## src/hdl/lfdc_pkg.sv

```systemverilog
// Package for the line-follow drive controller: mode and alarm codes, register
// indexes, limits and the shared control structs. No dependencies.
package lfdc_pkg;

   typedef enum logic [1:0] {
      MODE_IDLE   = 2'd0,
      MODE_FOLLOW = 2'd1,
      MODE_PARKED = 2'd2
   } mode_type;

   localparam logic [1:0] ALARM_NONE  = 2'd0;
   localparam logic [1:0] ALARM_START = 2'd1;
   localparam logic [1:0] ALARM_STOP  = 2'd2;

   localparam logic [1:0] CSR_CRUISE      = 2'd0;
   localparam logic [1:0] CSR_WHITE_LIMIT = 2'd1;
   localparam logic [1:0] CSR_TIMEOUT     = 2'd2;

   localparam logic [6:0]  CRUISE_RST      = 7'd45;
   localparam logic [7:0]  WHITE_LIMIT_RST = 8'd3;
   localparam logic [15:0] TIMEOUT_RST     = 16'd300;

   localparam logic [7:0]  ALL_WHITE   = 8'hFF;
   localparam logic [7:0]  RUN_MAX     = 8'hFF;
   localparam logic [15:0] TICKS_MAX   = 16'hFFFF;

   // 1/200 as a 20-bit fraction, exact for magnitudes up to 30000
   localparam logic [27:0] RECIP_200   = 28'd5243;

   typedef struct packed {
      logic [6:0]  cruise;
      logic [7:0]  white_limit;
      logic [15:0] timeout;
   } cfg_type;

   typedef struct packed {
      logic       upd;
      logic       zero_drive;
      logic [1:0] alarm;
      mode_type   mode;
   } ctrl_type;

endpackage

```

## src/hdl/line_follow_drive_controller.sv

```systemverilog
// Top level of the line-follow drive controller: config registers, handshake
// and the two-stage pipeline. Depends on lfdc_pkg, lfdc_pi_lane, lfdc_mode_fsm
// and lfdc_merge.
//
//  channel  direction  handshake             payload
//  req_     in         req_valid/req_ready   line_bits, steer_bias, left/right_pulses
//  rsp_     out        rsp_valid/rsp_ready   drive_update, left/right_drive,
//                                            alarm_code, mode_now
//  csr_     in         csr_valid/csr_ready   csr_index, csr_wdata
//
// One tick per cycle sustained while the result side is ready. An accepted tick
// is registered in stage 1, which forms targets, errors, integrals and the
// next mode, then in stage 2 (the merge register), which forms the drives.
// Synchronous reset puts the mode in idle, clears counters and integrals, and
// loads the register defaults. A stalled result holds; the input side keeps
// taking ticks while stage 1 is empty. csr_ready is always high.
module line_follow_drive_controller import lfdc_pkg::*; (
   input  logic              clock,
   input  logic              reset,
   input  logic              req_valid,
   output logic              req_ready,
   input  logic [7:0]        req_line_bits,
   input  logic signed [11:0] req_steer_bias,
   input  logic signed [15:0] req_left_pulses,
   input  logic signed [15:0] req_right_pulses,
   output logic              rsp_valid,
   input  logic              rsp_ready,
   output logic              rsp_drive_update,
   output logic signed [7:0] rsp_left_drive,
   output logic signed [7:0] rsp_right_drive,
   output logic [1:0]        rsp_alarm_code,
   output logic [1:0]        rsp_mode_now,
   input  logic              csr_valid,
   output logic              csr_ready,
   input  logic [1:0]        csr_index,
   input  logic [15:0]       csr_wdata
);

   cfg_type            cfg_ff;
   logic               s1_valid_ff;
   logic               advance;
   logic               accept;
   logic               integ_en;
   ctrl_type           s1_ctrl;
   logic signed [12:0] b16;
   logic signed [12:0] bias13;
   logic signed [12:0] left_sum, right_sum;
   logic signed [7:0]  left_raw, right_raw;

   assign csr_ready = 1'b1;

   // Register writes; an index past the list is dropped
   always_ff @(posedge clock) begin
      if (reset) begin
         cfg_ff.cruise      <= CRUISE_RST;
         cfg_ff.white_limit <= WHITE_LIMIT_RST;
         cfg_ff.timeout     <= TIMEOUT_RST;
      end else if (csr_valid) begin
         unique case (csr_index)
            CSR_CRUISE:      cfg_ff.cruise      <= csr_wdata[6:0];
            CSR_WHITE_LIMIT: cfg_ff.white_limit <= csr_wdata[7:0];
            CSR_TIMEOUT:     cfg_ff.timeout     <= csr_wdata;
            default: ;
         endcase
      end
   end

   // Advance the pipeline whenever the result register is free or drains
   assign advance   = !rsp_valid || rsp_ready;
   assign req_ready = advance || !s1_valid_ff;
   assign accept    = req_valid && req_ready;

   always_ff @(posedge clock) begin
      if (reset) begin
         s1_valid_ff <= 1'b0;
      end else if (req_ready) begin
         s1_valid_ff <= req_valid;
      end
   end

   // Steering sums in 1/16 percent: base plus bias for left, minus for right
   assign b16       = {2'b00, cfg_ff.cruise, 4'b0000};
   assign bias13    = {req_steer_bias[11], req_steer_bias};
   assign left_sum  = b16 + bias13;
   assign right_sum = b16 - bias13;

   lfdc_mode_fsm u_mode (
      .clock     (clock),
      .reset     (reset),
      .load      (accept),
      .line_bits (req_line_bits),
      .cfg       (cfg_ff),
      .integ_en  (integ_en),
      .ctrl_ff   (s1_ctrl)
   );

   lfdc_pi_lane u_left (
      .clock     (clock),
      .reset     (reset),
      .load      (accept),
      .integ_en  (integ_en),
      .steer_sum (left_sum),
      .pulses    (req_left_pulses),
      .drive     (left_raw)
   );

   lfdc_pi_lane u_right (
      .clock     (clock),
      .reset     (reset),
      .load      (accept),
      .integ_en  (integ_en),
      .steer_sum (right_sum),
      .pulses    (req_right_pulses),
      .drive     (right_raw)
   );

   lfdc_merge u_merge (
      .clock            (clock),
      .reset            (reset),
      .advance          (advance),
      .stage_valid      (s1_valid_ff),
      .ctrl             (s1_ctrl),
      .left_raw         (left_raw),
      .right_raw        (right_raw),
      .rsp_valid        (rsp_valid),
      .rsp_drive_update (rsp_drive_update),
      .rsp_left_drive   (rsp_left_drive),
      .rsp_right_drive  (rsp_right_drive),
      .rsp_alarm_code   (rsp_alarm_code),
      .rsp_mode_now     (rsp_mode_now)
   );

   // An empty result register always lets a tick in
   a_ready_when_empty: assert property (@(posedge clock) disable iff (reset)
      !rsp_valid |-> req_ready)
      else $error("input stalled with empty result register");

   // A result that ends in idle never carries a nonzero command
   a_idle_zero: assert property (@(posedge clock) disable iff (reset)
      (rsp_valid && rsp_mode_now == MODE_IDLE) |->
         (rsp_left_drive == 8'sd0 && rsp_right_drive == 8'sd0))
      else $error("nonzero drive in idle result");

   // The stop-zone alarm comes only with a parked, zero command
   a_stop_parks: assert property (@(posedge clock) disable iff (reset)
      (rsp_valid && rsp_alarm_code == ALARM_STOP) |->
         (rsp_mode_now == MODE_PARKED && rsp_drive_update &&
          rsp_left_drive == 8'sd0 && rsp_right_drive == 8'sd0))
      else $error("stop alarm without parked zero command");

   // Drives stay inside the percent limits
   a_drive_range: assert property (@(posedge clock) disable iff (reset)
      rsp_valid |-> (rsp_left_drive <= 8'sd100 && rsp_left_drive >= -8'sd100 &&
                     rsp_right_drive <= 8'sd100 && rsp_right_drive >= -8'sd100))
      else $error("drive outside limits");

endmodule

```

## src/hdl/lfdc_pi_lane.sv

```systemverilog
// One wheel lane: target from the steering sum, PI integral (state) and drive.
// Depends on lfdc_pkg.
module lfdc_pi_lane import lfdc_pkg::*; (
   input  logic               clock,
   input  logic               reset,
   input  logic               load,
   input  logic               integ_en,
   input  logic signed [12:0] steer_sum,
   input  logic signed [15:0] pulses,
   output logic signed [7:0]  drive
);

   logic signed [12:0] rounded;
   logic signed [8:0]  quot;
   logic signed [7:0]  target;
   logic signed [16:0] err;
   logic signed [17:0] integ_sum;
   logic signed [13:0] integ_clamped;
   logic signed [13:0] integ_ff, integ_in;
   logic signed [7:0]  target_ff;
   logic signed [16:0] err_ff;
   logic signed [26:0] e27;
   logic signed [26:0] adj_sum;
   logic signed [14:0] adj;
   logic signed [15:0] t16;
   logic signed [15:0] cmd_sum;
   logic signed [15:0] cmd_neg;
   logic        [14:0] cmd_mag;
   logic        [27:0] prod;
   logic        [7:0]  q_mag;
   logic signed [8:0]  q_signed;

   // Stage 1: truncate toward zero by 16, clamp, error and integral
   always_comb begin
      rounded = steer_sum[12] ? steer_sum + 13'sd15 : steer_sum;
      quot    = rounded[12:4];
      if (quot > 9'sd100) begin
         target = 8'sd100;
      end else if (quot < -9'sd100) begin
         target = -8'sd100;
      end else begin
         target = quot[7:0];
      end
      err       = {{9{target[7]}}, target} - {pulses[15], pulses};
      integ_sum = {{4{integ_ff[13]}}, integ_ff} + {err[16], err};
      if (integ_sum > 18'sd5000) begin
         integ_clamped = 14'sd5000;
      end else if (integ_sum < -18'sd5000) begin
         integ_clamped = -14'sd5000;
      end else begin
         integ_clamped = integ_sum[13:0];
      end
      integ_in = integ_en ? integ_clamped : integ_ff;
   end

   always_ff @(posedge clock) begin
      if (reset) begin
         integ_ff <= '0;
      end else if (load) begin
         integ_ff <= integ_in;
      end
   end

   always_ff @(posedge clock) begin
      if (load) begin
         target_ff <= target;
         err_ff    <= err;
      end
   end

   // Stage 2: integ_ff already holds the integral of the staged item, since
   // nothing new is loaded while that item waits here.
   always_comb begin
      e27     = {{10{err_ff[16]}}, err_ff};
      adj_sum = (e27 <<< 8) + (e27 <<< 7) + (e27 <<< 4)
              + {{13{integ_ff[13]}}, integ_ff};
      if (adj_sum > 27'sd10000) begin
         adj = 15'sd10000;
      end else if (adj_sum < -27'sd10000) begin
         adj = -15'sd10000;
      end else begin
         adj = adj_sum[14:0];
      end
      t16      = {{8{target_ff[7]}}, target_ff};
      cmd_sum  = (t16 <<< 7) + (t16 <<< 6) + (t16 <<< 3) + {adj[14], adj};
      cmd_neg  = -cmd_sum;
      cmd_mag  = cmd_sum[15] ? cmd_neg[14:0] : cmd_sum[14:0];
      prod     = {13'd0, cmd_mag} * RECIP_200;
      q_mag    = prod[27:20];
      q_signed = cmd_sum[15] ? -$signed({1'b0, q_mag}) : $signed({1'b0, q_mag});
      if (q_signed > 9'sd100) begin
         drive = 8'sd100;
      end else if (q_signed < -9'sd100) begin
         drive = -8'sd100;
      end else begin
         drive = q_signed[7:0];
      end
   end

endmodule

```

## src/hdl/lfdc_mode_fsm.sv

```systemverilog
// Mode sequencer: idle, following, parked, with tick and white-run counters.
// Depends on lfdc_pkg.
module lfdc_mode_fsm import lfdc_pkg::*; (
   input  logic       clock,
   input  logic       reset,
   input  logic       load,
   input  logic [7:0] line_bits,
   input  cfg_type    cfg,
   output logic       integ_en,
   output ctrl_type   ctrl_ff
);

   mode_type    mode_ff, mode_in;
   mode_type    prev_ff;
   logic [15:0] ticks_ff, ticks_in, ticks_base;
   logic [7:0]  white_ff, white_in, white_next;
   ctrl_type    ctrl_in;
   logic        parked;

   assign integ_en = load && (mode_ff == MODE_FOLLOW);

   always_comb begin
      ticks_base = (mode_ff != prev_ff) ? 16'd0 : ticks_ff;
      ticks_in   = (ticks_base < TICKS_MAX) ? ticks_base + 16'd1 : ticks_base;
      white_next = (white_ff < RUN_MAX) ? white_ff + 8'd1 : white_ff;
      white_in   = white_ff;
      mode_in    = mode_ff;
      parked     = 1'b0;
      ctrl_in    = '{upd: 1'b0, zero_drive: 1'b1, alarm: ALARM_NONE, mode: mode_ff};
      unique case (mode_ff)
         MODE_IDLE: begin
            if (line_bits != 8'd0) begin
               mode_in       = MODE_FOLLOW;
               ctrl_in.alarm = ALARM_START;
            end
         end
         MODE_FOLLOW: begin
            ctrl_in.upd        = 1'b1;
            ctrl_in.zero_drive = 1'b0;
            if (line_bits == ALL_WHITE) begin
               white_in = white_next;
               if (white_next >= cfg.white_limit) begin
                  white_in           = 8'd0;
                  ticks_in           = 16'd0;
                  mode_in            = MODE_PARKED;
                  ctrl_in.zero_drive = 1'b1;
                  ctrl_in.alarm      = ALARM_STOP;
                  parked             = 1'b1;
               end
            end else begin
               white_in = 8'd0;
            end
            if (!parked && ticks_in > cfg.timeout) begin
               ticks_in           = 16'd0;
               mode_in            = MODE_IDLE;
               ctrl_in.zero_drive = 1'b1;
            end
         end
         default: begin
            ctrl_in.upd = 1'b1;
            if (ticks_in > cfg.timeout) begin
               ticks_in = 16'd0;
               mode_in  = MODE_IDLE;
            end
         end
      endcase
      ctrl_in.mode = mode_in;
   end

   always_ff @(posedge clock) begin
      if (reset) begin
         mode_ff  <= MODE_IDLE;
         prev_ff  <= MODE_IDLE;
         ticks_ff <= '0;
         white_ff <= '0;
      end else if (load) begin
         mode_ff  <= mode_in;
         prev_ff  <= mode_ff;
         ticks_ff <= ticks_in;
         white_ff <= white_in;
      end
   end

   always_ff @(posedge clock) begin
      if (load) begin
         ctrl_ff <= ctrl_in;
      end
   end

endmodule

```

## src/hdl/lfdc_merge.sv

```systemverilog
// Merge stage: combines both lane drives with the mode control into the
// registered result. Depends on lfdc_pkg.
module lfdc_merge import lfdc_pkg::*; (
   input  logic              clock,
   input  logic              reset,
   input  logic              advance,
   input  logic              stage_valid,
   input  ctrl_type          ctrl,
   input  logic signed [7:0] left_raw,
   input  logic signed [7:0] right_raw,
   output logic              rsp_valid,
   output logic              rsp_drive_update,
   output logic signed [7:0] rsp_left_drive,
   output logic signed [7:0] rsp_right_drive,
   output logic [1:0]        rsp_alarm_code,
   output logic [1:0]        rsp_mode_now
);

   logic valid_ff;

   assign rsp_valid = valid_ff;

   always_ff @(posedge clock) begin
      if (reset) begin
         valid_ff <= 1'b0;
      end else if (advance) begin
         valid_ff <= stage_valid;
      end
   end

   // Force zero drive when the tick parks, times out, idles or sits parked
   always_ff @(posedge clock) begin
      if (advance && stage_valid) begin
         rsp_drive_update <= ctrl.upd;
         rsp_left_drive   <= ctrl.zero_drive ? 8'sd0 : left_raw;
         rsp_right_drive  <= ctrl.zero_drive ? 8'sd0 : right_raw;
         rsp_alarm_code   <= ctrl.alarm;
         rsp_mode_now     <= ctrl.mode;
      end
   end

endmodule

```

## config.mk

```make
export PLATFORM = sky130hd
export DESIGN_NAME = line_follow_drive_controller
export DESIGN_NICKNAME = d
export VERILOG_FILES = /design/src/hdl/lfdc_pkg.sv /design/src/hdl/line_follow_drive_controller.sv /design/src/hdl/lfdc_pi_lane.sv /design/src/hdl/lfdc_mode_fsm.sv /design/src/hdl/lfdc_merge.sv
export SDC_FILE = /design/constraint.sdc
export NUM_CORES = 1
export LEC_CHECK = 0
export BUFFER_PORTS_ARGS = -buffer_cell sky130_fd_sc_hd__buf_4
export CORE_ASPECT_RATIO = 1.1
export CORE_MARGIN = 10
export CORE_UTILIZATION = 45
export CTS_CLUSTER_DIAMETER = 120
export DETAILED_ROUTE_END_ITERATION = 7
export PLACE_DENSITY = 0.7
export SLEW_MARGIN = 20
export SYNTH_ARGS = -nofsm -noshare
export SYNTH_HDL_FRONTEND = slang
export SYNTH_SLANG_ARGS = --single-unit
```

## constraint.sdc

```tcl
create_clock -name clock -period 31.1 [get_ports clock]
set_input_delay 3.11 -clock clock [delete_from_list [all_inputs] [get_ports clock]]
set_output_delay 3.11 -clock clock [all_outputs]
set_load 0.01 [all_outputs]
```

Word level (Yosys, flattened, before mapping). Index checks and enable logic that the tools add are counted.

$add $sub $neg: 26. Multiply operators: 2. Magnitude comparators: 21. Equality and inequality tests: 5. Muxes and demuxes: 47. Bitwise gates (word level): 1. Reductions and logical operators: 22.

Operators by type and width (count): two-way mux 16 bit (7); two-way mux 15 bit (6); two-way mux 8 bit (9); adder 16 bit (4); multiplier 15 x 13 -> 28 bit (second input constant) (2); two-way mux 14 bit (4); adder 26 x 21 -> 27 bit (2); adder 27 bit (2); greater-than comparator 27 x 15 -> 1 bit (second input constant) (2); < comparator 27 x 15 -> 1 bit (second input constant) (2); adder 25 x 24 -> 26 bit (2); adder 14 x 17 -> 18 bit (2); greater-than comparator 18 x 14 -> 1 bit (second input constant) (2); greater-than comparator 9 x 8 -> 1 bit (second input constant) (4); < comparator 18 x 14 -> 1 bit (second input constant) (2); < comparator 9 x 8 -> 1 bit (second input constant) (4); subtractor 8 x 16 -> 17 bit (2); adder 15 x 14 -> 16 bit (2); greater-than comparator 16 bit (2); case mux 16 bit (2 select lines) (1); negation 15 bit (2); adder 13 x 5 -> 13 bit (second input constant) (2); two-way mux 13 bit (2); two-way mux 9 bit (2); 26 further kinds (53).

Bits in registers: 166. Bits of input ports: 75. Output and inout port bits: 24. Logic and storage cells: 152.

Longest topological paths before layout. Gate-level depths: netlist of run 1.

Depth after elaboration: 15. Mapped depth: 62. Depth with buffers taken out: 58.

Hierarchy. Synthesis of run 1 repeated with hierarchy kept, for this count alone.

Cells, all modules: 3300. Area total of the unflattened synthesis: 28299.6 um^2.

Modules (own cells, without submodules): lfdc_pi_lane (u_right) (times used 1, cells an instance 1313, area each 11370.9 um^2, seq. area each 1031.0 um^2); lfdc_pi_lane (u_left) (times used 1, cells an instance 1326, area each 11194.5 um^2, seq. area each 1031.0 um^2); lfdc_mode_fsm (times used 1, cells an instance 386, area each 2991.6 um^2, seq. area each 740.7 um^2); line_follow_drive_controller (times used 1, cells an instance 233, area each 1928.1 um^2, seq. area each 640.6 um^2); lfdc_merge (times used 1, cells an instance 42, area each 814.5 um^2, seq. area each 650.6 um^2).

Worst setup path after synthesis of run 1. OpenSTA, ideal clock, no wires.

Path type: register to register. From: reg u_right.err_ff[1]. To: reg u_merge.rsp_right_drive[1], data pin. Library setup time: 0.207 ns. Arrival: 14.248 ns. Required time: 30.893 ns. Path slack: 16.645 ns. Stages on the path, launching flop included: 58. Clock period less this slack: 14.455 ns. Path through: edfxtp_1 > inv_1 > fa_1 > fa_1 > inv_1 > ha_1 > a211oi_1 > o21ai_0 > a211oi_1 > nor3_1 > or3_1 > a2111oi_0 > and4_1 > nor3b_1 > or2_2 > clkbuf_1 > o21ai_0 > fa_1 > [22 not listed] > inv_1 > ha_1 > and4_1 > and3_1 > or4b_1 > nand3_1 > xor2_1 > inv_1 > ha_1 > buf_1 > or3b_2 > mux2_2 > nand4_1 > mux2_2 > o22ai_1 > a31oi_1 > a22oi_1 > a2111oi_0.

Word-level cells in the longest chain between the ends: 14. Elaborated cells on any way between the ends: 16.

Ends and longest elaborated chain: start: declaration (line lfdc_pi_lane.sv:21) `logic signed [16:0] err_ff;`; start signal: assignment (line lfdc_pi_lane.sv:67) `err_ff <= err;`; adder 25 x 24 -> 26 bit (line lfdc_pi_lane.sv:75) `adj_sum = (e27 <<< 8) + (e27 <<< 7) + (e27 <<< 4)`; adder 26 x 21 -> 27 bit (*) (line lfdc_pi_lane.sv:75); adder 27 bit (*) (line lfdc_pi_lane.sv:76) `+ {{13{integ_ff[13]}}, integ_ff};`; < comparator 27 x 15 -> 1 bit (line lfdc_pi_lane.sv:79) `end else if (adj_sum < -27'sd10000) begin`; two-way mux 15 bit (line lfdc_pi_lane.sv:79); two-way mux 15 bit (*) (line lfdc_pi_lane.sv:77) `if (adj_sum > 27'sd10000) begin`; adder 16 bit (*) (line lfdc_pi_lane.sv:85) `cmd_sum = (t16 <<< 7) + (t16 <<< 6) + (t16 <<< 3) + {adj[14], adj};`; negation 15 bit (line lfdc_pi_lane.sv:86) `cmd_neg = -cmd_sum;`; two-way mux 15 bit (line lfdc_pi_lane.sv:87) `cmd_mag = cmd_sum[15] ? cmd_neg[14:0] : cmd_sum[14:0];`; multiplier 15 x 13 -> 28 bit (line lfdc_pi_lane.sv:88) `prod = {13'd0, cmd_mag} * RECIP_200;`; negation 8 -> 9 bit (line lfdc_pi_lane.sv:90) `q_signed = cmd_sum[15] ? -$signed({1'b0, q_mag}) : $signed({1'b0, q_mag});`; two-way mux 9 bit (*) (line lfdc_pi_lane.sv:90); < comparator 9 x 8 -> 1 bit / greater-than comparator 9 x 8 -> 1 bit (equally long branches) (line lfdc_pi_lane.sv:93, lfdc_pi_lane.sv:91); OR reduction 3 bit (no source line); end signal: assignment (line lfdc_merge.sv:36) `rsp_right_drive <= ctrl.zero_drive ? 8'sd0 : right_raw;`; end: declaration (line lfdc_merge.sv:14) `output logic signed [7:0] rsp_right_drive,`.

Mark *: on every way between the ends. The rest lies on a longest branch, timed or not. A chain may end at the register's enable or synchronous reset.

Final worst setup path of run 1.
From: reg u_right.err_ff[4]. To: reg u_merge.rsp_right_drive[1], data pin.

The elaborated chain is that of the path after synthesis.

==> tab_implementation.tex, run 1 <==
\begin{tabular}{lr}
\hline
Metric & Value \\
\hline
\multicolumn{2}{l}{\textbf{Global routing}} \\
All-Layer GR Usage & 17.72\% \\
Aggregate global routing overflow & 0 \\
Largest net degree at the start of global routing & 63 \\
Global-route wire length before repair & 106.6 mm \\
Number of global-route vias before repair & 21806 \\
Number of antenna violations at the first check in global routing & 5 \\
\multicolumn{2}{l}{\textbf{STA}} \\
RSZ-0062 raised after global routing & no \\
Total negative slack & 0 ps \\
Slew at the pin with the worst max-slew slack & 1063 ps \\
Max-slew violation count & 0 \\
Final setup viols & 0 \\
Time the worst path needs with I/O delays and setup & 16520 ps \\
Final Hold Fails & 0 \\
Achievable clock frequency & 60.53 MHz \\
Worst-case hold slack & 428.6 ps \\
Worst clock skew & 15.15 ps \\
Fin crit share & 53.13\% \\
Slew HR & 28.20\% \\
\multicolumn{2}{l}{\textbf{Clocking}} \\
TritonCTS clock tree & built \\
Number of buffers inserted for hold repair after clock tree synthesis & 0 \\
Deepest clock path buffer count & 2 \\
Maximum level of the CTS H-tree & 4 \\
Cell at the root of the clock tree & sky130\_fd\_sc\_hd\_\_clkbuf\_16 \\
Cts repair resizes & 0 \\
Number of buffers inserted during clock tree synthesis & 17 \\
Buffers inserted by post-CTS timing repair & 0 \\
Insertion delay to the later sink of the worst-skew pair & 480 ps \\
Number of sinks handled by clock tree synthesis & 166 \\
CTS clk-pin slew, worst paths & 70 ps \\
\multicolumn{2}{l}{\textbf{Critical path}} \\
Critical path peak fanout & 24 \\
Worst EP arrival & 16690 ps \\
Crit path launch type & flip-flop \\
Data required time at the worst endpoint & 31270 ps \\
Setup crit end kind & flip-flop \\
Category of the critical setup timing path & reg -> reg \\
Critical Path Max Stage Delay & 820 ps \\
Worst path slowest cell & sky130\_fd\_sc\_hd\_\_o311ai\_1 \\
\multicolumn{2}{l}{\textbf{Placement}} \\
Placed wire-length estimate & 53.90 mm \\
Final GP Congestion & 0.8921 \\
Number of port buffers & 97 \\
\multicolumn{2}{l}{\textbf{Final layout}} \\
Storage cell area & 4094 um2 \\
Number of fill cells & 5840 \\
Synthesis-to-finish area growth & 8.036\% \\
Fin nets & 4023 \\
Core Util, Final & 48.95\% \\
Fraction of final layout cells sized beyond drive strength 1 & 6.203\% \\
Total area of multi-input combinational cells & 21100 um2 \\
\multicolumn{2}{l}{\textbf{Die}} \\
I/O pin cnt & 99 \\
Die Area & 71590 um2 \\
X dimension of the die & 256.0 um \\
Die Height & 279.6 um \\
Initial cell density of the core & 45.31\% \\
Area of the core & 60860 um2 \\
Row cnt & 95 \\
\multicolumn{2}{l}{\textbf{Logic synthesis}} \\
Most frequent cell after synthesis & sky130\_fd\_sc\_hd\_\_inv\_1 \\
Number of synthesized flops with an enable pin & 77 \\
Cell taking the most area after synthesis & sky130\_fd\_sc\_hd\_\_ha\_1 \\
Register area share after synthesis & 14.85\% \\
Synthesized Nets & 3959 \\
Async S/R FF share, synth & 0\% \\
Main area contributors after synthesis & sky130\_fd\_sc\_hd\_\_ha\_1 (20\%), sky130\_fd\_sc\_hd\_\_fa\_1 (16\%), sky130\_fd\_sc\_hd\_\_edfxtp\_1 (8.4\%) \\
Total number of yosys warnings & 0 \\
Mean Syn Cell Area & 8.542 um2 \\
Synth Register Bits & 166 \\
Area fraction of the dominant cell type after synthesis & 19.56\% \\
List of most frequent post-synthesis cells & sky130\_fd\_sc\_hd\_\_inv\_1 (571), sky130\_fd\_sc\_hd\_\_ha\_1 (431), sky130\_fd\_sc\_hd\_\_fa\_1 (225) \\
Most used flip-flop cell after synthesis & sky130\_fd\_sc\_hd\_\_dfxtp\_1 \\
Post-Syn Area & 27570 um2 \\
Count of cell types in the netlist & 96 \\
Gate count after technology mapping & 3228 \\
\multicolumn{2}{l}{\textbf{Run status}} \\
Run status & finished, final reports clean \\
\multicolumn{2}{l}{\textbf{Detailed routing}} \\
Wirelength per Cell & 15.35 um \\
Number of DRC violations after detailed routing & 0 \\
Final antenna-violating net count & 0 \\
Detailed-route vias per instance & 5.398 \\
Via count of the routed design & 22294 \\
Iteration count of the initial detailed-routing pass & 5 \\
Drt total wl & 63.39 mm \\
1st-iter DRT viols & 1017 \\
\multicolumn{2}{l}{\textbf{Hold path}} \\
Worst min-delay path category & reg -> reg \\
\multicolumn{2}{l}{\textbf{Flow run}} \\
Max-capacitance violation count & 0 \\
\hline
\end{tabular}
[worst paths after layout]
path,cells after the start,to,slack [ps],startpoint
max,52,u_merge.rsp_right_drive[1],14580,u_right.err_ff[4]
min,0,u_merge.rsp_alarm_code[1],430,u_mode.ctrl_ff[3]
min reg2reg,0,u_merge.rsp_alarm_code[1],430,u_mode.ctrl_ff[3]
max reg2reg,52,u_merge.rsp_right_drive[1],14580,u_right.err_ff[4]
[sequential cells by signal (all words and copies together) (netlist names), 8 cells and up]
signal	flops
cfg_ff	24
u_left.err_ff	17
u_left.integ_ff	14
u_left.target_ff	8
u_merge.rsp_left_drive	8
u_merge.rsp_right_drive	8
u_mode.ticks_ff	16
u_mode.white_ff	8
u_right.err_ff	17
u_right.integ_ff	14
u_right.target_ff	8
[cells by family (layout without fill, tap and decap cells)]
family | count (synthesis) | count (layout) | synth area share [%]
AND/OR/NAND/NOR | 780 | 780 | 14.36
AO/OA/AOI/OAI | 746 | 746 | 18.29
adder cells (fa/ha/maj) | 659 | 659 | 36.00
buffers and inverters | 638 | 715 | 8.744
XOR/XNOR | 205 | 205 | 6.512
flip-flops | 166 | 166 | 14.85
multiplexers | 33 | 33 | 1.239
other | 1 | 2 | 0.01360
[worst max-delay path, delay by kind of cell (launching register included)]
| family | cells | cell delay (ps) |
|---|---|---|
| simple gates | 13 | 3740 |
| xor+xnor | 1 | 440 |
| mux | 3 | 900 |
| fa+ha+maj | 13 | 5690 |
| flops | 1 | 350 |
| buf+inv | 8 | 810 |
| compound gates | 14 | 4270 |
[metal layers]
layer  GRT usage, %  part of all wire [%]  vias to the layer above
met4          4.779                   1.9                        8
met1          22.64                    47                    10506
li1               -                     -                    11343
met2          30.53                    47                      362
met3          2.880                   4.0                       75
met5              0                 0.090                        -
[cell type report]
| class | count | area share [%] |
|---|---|---|
| inverter | 574 | 7.237 |
| tap | 824 | 3.461 |
| antenna | 1 | 0.008400 |
| sequential | 166 | 13.74 |
| multi-input combinational | 2424 | 70.83 |
| timing repair buffer | 109 | 2.747 |
| clock inverter | 12 | 0.4746 |
| clock buffer | 20 | 1.499 |
[through the flow]
| stage | setup slack [ps] | cell area, um2 | std cells |
|---|---|---|---|
| 5_1_grt | 13080 | 29790 | 4129 |
| 6_report | 14580 | 29790 | 4130 |
| 3_5_place_dp | 14750 | 29190 | 4097 |
| 2_1_floorplan | 16640 | 27570 | 3228 |
| 3_3_place_gp | 15050 | 29190 | 4097 |
| 4_1_cts | 14670 | 29770 | 4129 |
[placed cells by master, fill, tap and decap left out, types with 16 or more instances in the layout]
cell type,Yosys,final
sky130_fd_sc_hd__mux2i_1,24,24
sky130_fd_sc_hd__a21o_1,82,82
sky130_fd_sc_hd__a22oi_1,16,16
sky130_fd_sc_hd__nand2_1,190,190
sky130_fd_sc_hd__o211ai_1,22,22
sky130_fd_sc_hd__a211oi_1,37,37
sky130_fd_sc_hd__or2_2,23,23
sky130_fd_sc_hd__nor3_1,70,70
sky130_fd_sc_hd__edfxtp_1,77,77
sky130_fd_sc_hd__nand2b_1,21,21
sky130_fd_sc_hd__o21a_1,47,47
sky130_fd_sc_hd__xnor2_1,121,120
sky130_fd_sc_hd__nor4_1,28,28
sky130_fd_sc_hd__nand3_1,57,57
sky130_fd_sc_hd__inv_1,571,570
sky130_fd_sc_hd__a31oi_1,21,21
sky130_fd_sc_hd__nand4_1,37,37
sky130_fd_sc_hd__dfxtp_1,89,89
sky130_fd_sc_hd__clkbuf_16,0,17
sky130_fd_sc_hd__o21ai_0,123,123
sky130_fd_sc_hd__ha_1,431,431
sky130_fd_sc_hd__nor2b_1,42,41
sky130_fd_sc_hd__buf_4,2,109
sky130_fd_sc_hd__xor2_1,84,84
sky130_fd_sc_hd__and3_1,36,36
sky130_fd_sc_hd__o21bai_1,20,20
sky130_fd_sc_hd__a21oi_1,189,189
sky130_fd_sc_hd__nor2_1,165,164
sky130_fd_sc_hd__fa_1,225,225
sky130_fd_sc_hd__a22o_1,19,19
sky130_fd_sc_hd__or3_1,27,27
sky130_fd_sc_hd__and2_1,30,30
Power of run 1 is not shown: default switching activity piles up to over one toggle a cycle in this logic, so the estimate is an artifact.
==> run 2, diff against run 1 <==
Clock period 31.1 ns to 15.5 ns, I/O delays scaled along.
==> run 2 against run 1 <==
- count of clock-buffer cells in the layout is 3 lower
- worst setup slack worse by 14000 ps
- design area is 1.3% higher
- utilization is 0.62 points higher
- highest routed layer unchanged
==> tab_implementation.tex, run 2 (same netlist as run 1, synthesis figures left out) <==
\begin{tabular}{lr}
\hline
Metric & Value \\
\hline
\multicolumn{2}{l}{\textbf{Run status}} \\
Run status & finished, final reports clean (unchanged) \\
\multicolumn{2}{l}{\textbf{Placement}} \\
Area after DPL & 29330 um2 (was 29190 um2) \\
Final GP Congestion & 0.9157 (was 0.8921) \\
Number of port buffers & 97 (unchanged) \\
Placed wire-length estimate & 54.27 mm (was 53.90 mm) \\
\multicolumn{2}{l}{\textbf{Critical path}} \\
Worst EP arrival & 14940 ps (was 16690 ps) \\
Category of the critical setup timing path & reg -> reg (unchanged) \\
Critical path peak fanout & 16 (was 24) \\
Crit path launch type & flip-flop (unchanged) \\
Worst path slowest cell & sky130\_fd\_sc\_hd\_\_or4\_1 (was sky130\_fd\_sc\_hd\_\_o311ai\_1) \\
Critical Path Max Stage Delay & 600 ps (was 820 ps) \\
Most common cell on crit path & sky130\_fd\_sc\_hd\_\_inv\_1 \\
Setup crit end kind & flip-flop (unchanged) \\
Data required time at the worst endpoint & 15780 ps (was 31270 ps) \\
\multicolumn{2}{l}{\textbf{Global routing}} \\
Global-route wire length before repair & 106.9 mm (was 106.6 mm) \\
All-Layer GR Usage & 17.84\% (was 17.72\%) \\
Largest net degree at the start of global routing & 63 (unchanged) \\
Aggregate global routing overflow & 0 (unchanged) \\
Number of antenna violations at the first check in global routing & 5 (unchanged) \\
Number of global-route vias before repair & 21852 (was 21806) \\
\multicolumn{2}{l}{\textbf{Final layout}} \\
Total area of multi-input combinational cells & 21240 um2 (was 21100 um2) \\
Finished layout cell area & 30170 um2 (was 29790 um2) \\
Most common library cell in the layout ignoring fill and taps & sky130\_fd\_sc\_hd\_\_inv\_1 (unchanged) \\
Top reg by flops & cfg\_ff (unchanged) \\
Number of fill cells & 5811 (was 5840) \\
Inserted Diodes & 0 (was 1) \\
Fin nets & 4051 (was 4023) \\
Flip-flop count of the largest register after layout & 24 (unchanged) \\
Synthesis-to-finish area growth & 9.397\% (was 8.036\%) \\
Storage cell area & 4094 um2 (unchanged) \\
Commonest cells after routing, fill and taps aside & sky130\_fd\_sc\_hd\_\_inv\_1 (569), sky130\_fd\_sc\_hd\_\_ha\_1 (430), sky130\_fd\_sc\_hd\_\_fa\_1 (225), sky130\_fd\_sc\_hd\_\_nand2\_1 (189), sky130\_fd\_sc\_hd\_\_a21oi\_1 (188) (was sky130\_fd\_sc\_hd\_\_inv\_1 (570), sky130\_fd\_sc\_hd\_\_ha\_1 (431), sky130\_fd\_sc\_hd\_\_fa\_1 (225), sky130\_fd\_sc\_hd\_\_nand2\_1 (190), sky130\_fd\_sc\_hd\_\_a21oi\_1 (189)) \\
Leading registers by flop count & cfg\_ff (24), u\_left.err\_ff (17), u\_right.err\_ff (17) (unchanged) \\
Fraction of final layout cells sized beyond drive strength 1 & 7.591\% (was 6.203\%) \\
\multicolumn{2}{l}{\textbf{Clocking}} \\
CTS clk-pin slew, worst paths & 80 ps (was 70 ps) \\
Maximum level of the CTS H-tree & 4 (unchanged) \\
Number of sinks handled by clock tree synthesis & 166 (unchanged) \\
Insertion delay to the later sink of the worst-skew pair & 490 ps (was 480 ps) \\
Number of buffers inserted during clock tree synthesis & 17 (unchanged) \\
Cell at the root of the clock tree & sky130\_fd\_sc\_hd\_\_clkbuf\_16 (unchanged) \\
Deepest clock path buffer count & 2 (unchanged) \\
TritonCTS clock tree & built (unchanged) \\
\multicolumn{2}{l}{\textbf{Die}} \\
Die Height & 279.6 um (unchanged) \\
Area of the core & 60860 um2 (unchanged) \\
Die Area & 71590 um2 (unchanged) \\
Row cnt & 95 (unchanged) \\
X dimension of the die & 256.0 um (unchanged) \\
Initial cell density of the core & 45.31\% (unchanged) \\
I/O pin cnt & 99 (unchanged) \\
\multicolumn{2}{l}{\textbf{Detailed routing}} \\
1st-iter DRT viols & 920 (was 1017) \\
Detailed-route vias per instance & 5.385 (was 5.398) \\
Wirelength per Cell & 15.37 um (was 15.35 um) \\
Via count of the routed design & 22387 (was 22294) \\
Iteration count of the initial detailed-routing pass & 5 (unchanged) \\
Drt total wl & 63.90 mm (was 63.39 mm) \\
Number of DRC violations after detailed routing & 0 (unchanged) \\
Final antenna-violating net count & 0 (unchanged) \\
\multicolumn{2}{l}{\textbf{STA}} \\
Time the worst path needs with I/O delays and setup & 14660 ps (was 16520 ps) \\
Max-slew violation count & 0 (unchanged) \\
Worst-case hold slack & 426.3 ps (was 428.6 ps) \\
Final Hold Fails & 0 (unchanged) \\
Fin crit share & 94.61\% (was 53.13\%) \\
Slew HR & 27.94\% (was 28.20\%) \\
Final setup viols & 0 (unchanged) \\
Worst clock skew & 17.01 ps (was 15.15 ps) \\
Achievable clock frequency & 68.19 MHz (was 60.53 MHz) \\
Slew at the pin with the worst max-slew slack & 1067 ps (was 1063 ps) \\
\multicolumn{2}{l}{\textbf{Hold path}} \\
Worst min-delay path category & reg -> reg (unchanged) \\
\multicolumn{2}{l}{\textbf{Flow run}} \\
Max-capacitance violation count & 0 (unchanged) \\
\hline
\end{tabular}
## run 2: cell type report
class                   count  share of cell area, %
multi-input cells        2424                  70.41
inverters                 574                  7.147
flip-flops and latches    166                  13.57
clock inverters            15                 0.6305
repair buffers            137                  3.410
clock buffers              17                  1.410
well taps                 824                  3.418
## run 2: final timing paths
path	slack (ps)	start	endpoint	cells past startpoint
setup / recovery	840	u_right.err_ff[4]	u_merge.rsp_right_drive[1]	58
hold / removal	430	u_mode.ctrl_ff[2]	u_merge.rsp_alarm_code[0]	0
setup reg to reg	840	u_right.err_ff[4]	u_merge.rsp_right_drive[1]	58
hold reg to reg	430	u_mode.ctrl_ff[2]	u_merge.rsp_alarm_code[0]	0
## run 2: through the flow
stage / util, % / instances / setup slack, ps / TNS, ps
after floorplan: - / 3228 / 1045 / 0
after global routing: 49.57 / 4157 / -38.35 / -38.35
final: 49.57 / 4157 / 835.8 / 0
after detailed placement: 48.19 / 4116 / -41.68 / -41.68
after global placement: 48.19 / 4116 / 274.8 / 0
after CTS: 49.21 / 4148 / 74.30 / 0
## run 2: metal layers
metal / global-route usage (%) / up-vias / routed length (um)
li1: - / 11391 / -
met1: 22.78 / 10521 / 29560
met5: 0 / - / 46
met2: 30.63 / 387 / 30340
met4: 4.733 / 10 / 1230
met3: 3.114 / 78 / 2720
## run 2: worst max-delay path: cells and delay by family (launching register included)
family                     cells  cell delay [ps]
AOI/OAI and AO/OA             14             3290
xor gates and xnor gates       2              170
adders and majority gates     13             5120
buffers and inverters         11             1130
DFF                            1              350
muxes                          3              870
and+or+nand+nor               15             3520
## run 2: repair_timing
action                                  4_1_cts  5_1_grt
gates cloned                                  0        0
setup buffers                                 0        9
endpoints found under the setup margin        1       13
hold buffers                                  0        0
resized for setup                             2       27
pin swaps                                     0        7
Power of run 2 is left out for the same reason.
